**src/rtl/triangle_unit_normal_unit_defines.svh**
```systemverilog
// Assertion macros shared by the triangle unit normal RTL.
// Needs clk and arst_n in the scope where a macro is used.
`ifndef TRIANGLE_UNIT_NORMAL_UNIT_DEFINES_SVH
`define TRIANGLE_UNIT_NORMAL_UNIT_DEFINES_SVH

// same-cycle implication, disabled in reset
`define TUN_ASSERT_IMP(lbl, ante, cons, msg) \
	lbl: assert property (@(posedge clk) disable iff (!arst_n) (ante) |-> (cons)) \
		else $error(msg);

// next-cycle implication, disabled in reset
`define TUN_ASSERT_NXT(lbl, ante, cons, msg) \
	lbl: assert property (@(posedge clk) disable iff (!arst_n) (ante) |=> (cons)) \
		else $error(msg);

`endif

```
**src/rtl/tun_fifo.sv**
```systemverilog
// Small register queue with first-word fall-through read.
// No package dependencies.
`default_nettype none
module tun_fifo #(
	parameter int WIDTH = 8,
	parameter int DEPTH = 2
) (
	input  wire logic             clk,
	input  wire logic             arst_n,
	input  wire logic             push,
	input  wire logic [WIDTH-1:0] wdata,
	output logic                  full,
	input  wire logic             pop,
	output logic [WIDTH-1:0]      rdata,
	output logic                  empty
);
	localparam int AW = (DEPTH > 1) ? $clog2(DEPTH) : 1;
	localparam int CW = $clog2(DEPTH + 1);

	logic [WIDTH-1:0] mem_q [DEPTH];
	logic [AW-1:0]    wr_q, rd_q;
	logic [CW-1:0]    cnt_q;
	logic             do_push, do_pop;

	assign full    = (cnt_q == CW'(DEPTH));
	assign empty   = (cnt_q == '0);
	assign do_push = push && !full;
	assign do_pop  = pop && !empty;
	assign rdata   = mem_q[rd_q];

	// pointers and fill count
	always_ff @(posedge clk or negedge arst_n) begin
		if (!arst_n) begin
			wr_q  <= '0;
			rd_q  <= '0;
			cnt_q <= '0;
		end else begin
			if (do_push)
				wr_q <= (wr_q == AW'(DEPTH - 1)) ? '0 : wr_q + 1'b1;
			if (do_pop)
				rd_q <= (rd_q == AW'(DEPTH - 1)) ? '0 : rd_q + 1'b1;
			if (do_push && !do_pop)
				cnt_q <= cnt_q + 1'b1;
			else if (do_pop && !do_push)
				cnt_q <= cnt_q - 1'b1;
		end
	end

	// storage
	always_ff @(posedge clk) begin
		if (do_push)
			mem_q[wr_q] <= wdata;
	end
endmodule
`default_nettype wire

```
**config.mk**
```make
export PLATFORM = sky130hd
export DESIGN_NAME = tun_fifo
export DESIGN_NICKNAME = d
export VERILOG_FILES = /design/src/rtl/triangle_unit_normal_unit_defines.svh /design/src/rtl/tun_fifo.sv
export SDC_FILE = /design/constraint.sdc
export NUM_CORES = 1
export LEC_CHECK = 0
export ABC_AREA = 1
export BUFFER_PORTS_ARGS = -buffer_cell sky130_fd_sc_hd__buf_2
export CORE_MARGIN = 1
export CORE_UTILIZATION = 40
export CTS_BUF_LIST = sky130_fd_sc_hd__clkbuf_2 sky130_fd_sc_hd__clkbuf_4 sky130_fd_sc_hd__clkbuf_8
export DETAILED_ROUTE_END_ITERATION = 8
export PLACE_DENSITY = 0.62
export SKIP_LAST_GASP = 1
export SYNTH_ARGS = -nofsm -noshare
export SYNTH_HDL_FRONTEND = slang
export SYNTH_SLANG_ARGS = --single-unit
```
**constraint.sdc**
```tcl
create_clock -name clk -period 2.6 [get_ports clk]
set_clock_uncertainty 0.1 [all_clocks]
set_input_delay 0.26 -clock clk [delete_from_list [all_inputs] [get_ports clk]]
set_output_delay 0.26 -clock clk [all_outputs]
set_load 0.02 [all_outputs]
```
==> report_table.html <==
<table>
<tr><th>Metric</th><th>Value</th></tr>
<tr><th colspan="2">Status</th></tr>
<tr><td>Result of the run</td><td>finished clean</td></tr>
<tr><th colspan="2">Yosys</th></tr>
<tr><td>Dominant register cell in the synthesized netlist</td><td>edfxtp_1</td></tr>
<tr><td>Synthesized-area fraction occupied by xor and xnor cells</td><td>1.08%</td></tr>
<tr><td>Synth top cells by count</td><td>33 x nand2_1, 16 x edfxtp_1, 7 x inv_1</td></tr>
<tr><td>Number of flip-flops and latches in the synthesized netlist</td><td>20</td></tr>
<tr><td>Nets in the synthesized netlist</td><td>86</td></tr>
<tr><td>Post-synthesis average cell area</td><td>11.1 sq um</td></tr>
<tr><td>Cell area after synthesis</td><td>810 sq um</td></tr>
<tr><td>Cell with the most instances after synthesis</td><td>nand2_1</td></tr>
<tr><td>Synthesized instance count</td><td>73</td></tr>
<tr><td>Yosys top cell area share</td><td>59.4%</td></tr>
<tr><td>Share of cell area taken by muxes after synthesis</td><td>0%</td></tr>
<tr><td>Ys async rst share</td><td>20.0%</td></tr>
<tr><td>Count of flip-flops with a built-in enable after synthesis</td><td>16</td></tr>
<tr><td>Largest family of logic cells by synthesized area</td><td>simple AND/OR/NAND/NOR gates</td></tr>
<tr><td>Fraction of the mapped netlist area in simple logic gates</td><td>20.1%</td></tr>
<tr><td>Adder-cell share of the synthesized area</td><td>1.55%</td></tr>
<tr><td>Count of unique library cells instantiated by Yosys</td><td>14</td></tr>
<tr><td>Top cells by area, synth</td><td>edfxtp_1 59%, nand2_1 15%, dfrtp_1 12%</td></tr>
<tr><td>Compound-cell area share of the yosys netlist</td><td>1.24%</td></tr>
<tr><td>Fraction of the yosys area taken by sequential cells</td><td>71.7%</td></tr>
<tr><td>Number of warnings issued by yosys</td><td>0</td></tr>
<tr><td>Cell type contributing the most total cell area after synthesis</td><td>edfxtp_1</td></tr>
<tr><th colspan="2">Place</th></tr>
<tr><td>Routability cong.</td><td>0.789</td></tr>
<tr><td>Quantity of I/O buffers inserted on ports</td><td>21</td></tr>
<tr><td>Post-Place Setup Slack</td><td>1010 ps</td></tr>
<tr><td>Standard cell area after detailed placement</td><td>941 sq um</td></tr>
<tr><td>Detailed placement HPWL</td><td>985 um</td></tr>
<tr><td>Placed Cells incl. Taps</td><td>118</td></tr>
<tr><th colspan="2">Clock tree</th></tr>
<tr><td>Maximum level of the CTS H-tree</td><td>1</td></tr>
<tr><td>TritonCTS clock tree</td><td>yes</td></tr>
<tr><td>Worst-path clk slew</td><td>120 ps</td></tr>
<tr><td>Quantity of gates resized following cts</td><td>0</td></tr>
<tr><td>Skew-Pair Late Insertion Delay</td><td>290 ps</td></tr>
<tr><td>Worst-case clock buffer depth</td><td>2</td></tr>
<tr><td>Total clock buffers created by CTS</td><td>3</td></tr>
<tr><td>CTS sink count</td><td>20</td></tr>
<tr><td>Root Driver</td><td>clkbuf_4</td></tr>
<tr><th colspan="2">Job</th></tr>
<tr><td>Max-cap check violation count</td><td>0</td></tr>
<tr><th colspan="2">Layout</th></tr>
<tr><td>Storage element area</td><td>581 sq um</td></tr>
<tr><td>Ratio of cells with drive above 1 in the final layout</td><td>28.6%</td></tr>
<tr><td>Total area of multi-input combinational cells</td><td>194 sq um</td></tr>
<tr><td>Area growth from synthesis to final layout</td><td>24.0%</td></tr>
<tr><td>Utilization of the core after routing</td><td>55.7%</td></tr>
<tr><td>Count of non-filler cells in the finished layout</td><td>123</td></tr>
<tr><td>Final std cell area, no fill</td><td>1000 sq um</td></tr>
<tr><td>Fillers</td><td>168</td></tr>
<tr><td>Ant. Diodes</td><td>0</td></tr>
<tr><td>NumNets Final</td><td>112</td></tr>
<tr><th colspan="2">Setup path</th></tr>
<tr><td>Crit path max-delay family</td><td>flip-flops</td></tr>
<tr><td>Reg-to-reg setup timing slack</td><td>990 ps</td></tr>
<tr><td>RR Endpoint</td><td>mem_q[1][5]$_DFFE_PP_</td></tr>
<tr><td>Ordered cell list for the critical path</td><td>inv_2 &gt; nand2_1 &gt; nand2_1 &gt; buf_2</td></tr>
<tr><td>CP Class</td><td>reg2out</td></tr>
<tr><td>Most Frequent Cell on Critical Path</td><td>nand2_1</td></tr>
<tr><td>Kind of end point of the critical path</td><td>output pin</td></tr>
<tr><td>Total buffers and inverters traversed by the critical path</td><td>2</td></tr>
<tr><td>CP max stage delay</td><td>550 ps</td></tr>
<tr><td>Launching element type of the critical path</td><td>flip-flop</td></tr>
<tr><td>Data arrival time of the worst path</td><td>1310 ps</td></tr>
<tr><td>Crit-path slowest cell</td><td>dfrtp_1</td></tr>
<tr><td>Number of cells traversed by the worst register-to-register path</td><td>2</td></tr>
<tr><td>Stages on the worst setup path</td><td>4</td></tr>
<tr><td>Critical Path Fanout Max</td><td>10</td></tr>
<tr><td>R2r startpoint</td><td>cnt_q[0]$_DFFE_PN0P_</td></tr>
<tr><td>Crit path required time</td><td>2240 ps</td></tr>
<tr><th colspan="2">Global routing</th></tr>
<tr><td>Overflow after GRT</td><td>0</td></tr>
<tr><td>Maximum number of pins on one net before global-route repair</td><td>13</td></tr>
<tr><td>Vias in the first global route</td><td>448</td></tr>
<tr><td>Global-route wire length before repair</td><td>2030 um</td></tr>
<tr><td>Initial antenna violation count</td><td>0</td></tr>
<tr><td>Global-route usage over all layers</td><td>14.4%</td></tr>
<tr><th colspan="2">Timing</th></tr>
<tr><td>Top achievable clock speed</td><td>600 MHz</td></tr>
<tr><td>Worst Setup Slack, final</td><td>932 ps</td></tr>
<tr><td>Ratio of final minimum period to clock period</td><td>64.2%</td></tr>
<tr><td>Final max-slew violation count</td><td>0</td></tr>
<tr><td>Worst slew slack as a fraction of its limit</td><td>57.3%</td></tr>
<tr><td>Hold slack final</td><td>33.3 ps</td></tr>
<tr><td>Minimum period implied by the final worst setup slack</td><td>1670 ps</td></tr>
<tr><td>Slew at the pin with the worst max-slew slack</td><td>638 ps</td></tr>
<tr><td>RSZ-0062 raised after global routing</td><td>no</td></tr>
<tr><td>Final-report hold violation count</td><td>0</td></tr>
<tr><td>Setup-violating endpoint count in the final report</td><td>0</td></tr>
<tr><td>Final total negative setup slack</td><td>0 ps</td></tr>
<tr><th colspan="2">Routing</th></tr>
<tr><td>Number of DRC markers in iteration 0</td><td>14</td></tr>
<tr><td>Average wire per standard cell</td><td>10.9 um</td></tr>
<tr><td>DR pass1 iterations</td><td>4</td></tr>
<tr><td>Detailed-route via count</td><td>544</td></tr>
<tr><td>Antenna violation net count after detailed routing</td><td>0</td></tr>
<tr><td>Wirelength, routed</td><td>1340 um</td></tr>
<tr><td>Ratio of routed vias to standard cells</td><td>4.42</td></tr>
<tr><td>Remaining DRCs</td><td>0</td></tr>
<tr><th colspan="2">Floorplanning</th></tr>
<tr><td>DIE AREA</td><td>2210 sq um</td></tr>
<tr><td>Horizontal extent of the die</td><td>47.0 um</td></tr>
<tr><td>IO Pins</td><td>22</td></tr>
<tr><td>Chip height</td><td>47.0 um</td></tr>
<tr><td>Number of rows in the core area</td><td>15</td></tr>
<tr><td>Initial core utilization</td><td>44.9%</td></tr>
<tr><td>Core area</td><td>1800 sq um</td></tr>
<tr><th colspan="2">Worst hold path</th></tr>
<tr><td>Hold Crit Endpoint</td><td>mem_q[1][3]$_DFFE_PP_</td></tr>
<tr><td>Worst hold start</td><td>wdata[3]</td></tr>
<tr><td>Type of the worst min-delay path</td><td>in2reg</td></tr>
<tr><td>Hold Path Depth</td><td>1</td></tr>
<tr><th colspan="2">Power</th></tr>
<tr><td>Overall power of the completed layout</td><td>1.19 mW</td></tr>
<tr><td>Reported leakage power</td><td>0.477 nW</td></tr>
<tr><td>Ratio of total power to cell area</td><td>1190 nW/um^2</td></tr>
<tr><td>Worst voltage drop across the vdd grid</td><td>0.000707 V</td></tr>
</table>
==> layout by cell type (no fill, tap or decap), drive strengths merged <==
cell type,n
dlygate4sd3,1
dfrtp,4
nand3,1
nand3b,1
edfxtp,16
ha,1
nand2,33
bufinv,1
xnor2,1
o21ai,2
buf,21
inv,8
nor2,4
nand4,1
clkbuf,3
==> worst max-delay path by stage <==
stage	startpoint	end	slack, ps
6_report	rd_q$_DFFE_PN0P_	rdata[7]	930
5_1_grt	rd_q$_DFFE_PN0P_	rdata[1]	800
4_1_cts	rd_q$_DFFE_PN0P_	rdata[7]	890
3_5_place_dp	cnt_q[0]$_DFFE_PN0P_	mem_q[1][6]$_DFFE_PP_	1010
3_3_place_gp	cnt_q[1]$_DFFE_PN0P_	mem_q[1][1]$_DFFE_PP_	1040
2_1_floorplan	cnt_q[0]$_DFFE_PN0P_	cnt_q[1]$_DFFE_PN0P_	1100
==> state kept, by name, summed over array words and instances (netlist names) <==
signal and flops:
cnt_q 2, mem_q 16, rd_q 1, wr_q 1
==> cells by family (layout without fill, tap and decap cells) <==
family,count (synthesis),in the layout
AND/OR/NAND/NOR,40,40
flip-flops,20,20
buffers and inverters,9,34
AO/OA/AOI/OAI,2,2
adder cells (fa/ha/maj),1,1
XOR/XNOR,1,1
==> cell type report <==
type	count	share of cell area, %
inverters	8	2.99
repair buffers	22	11.5
flip-flops and latches	20	57.9
well taps	25	3.12
multi-input cells	44	19.3
clock buffers	3	2.24
clock inverters	1	2.99
==> repair_timing <==
item / CTS / global route
setup buffers: 0 / 0
hold endpoints to repair: 4 / 0
hold buffers: 1 / 0
==> power breakdown <==
| group | leakage (nW) | internal [mW] | switching (mW) |
|---|---|---|---|
| clock | 0.0279 | 0.156 | 0.0981 |
| sequential | 0.197 | 0.445 | 0.0600 |
| combinational | 0.252 | 0.144 | 0.291 |
| total | 0.477 | 0.745 | 0.449 |
==> routing by layer <==
layer,global-route usage (%),share of wire [%],vias up
met3,4.62,5.3,2
met4,8.57,0.75,0
met5,0,0,-
met2,19.2,46,16
li1,-,-,288
met1,20.6,48,238
No activity file was read; power rests on OpenSTA's default activity.
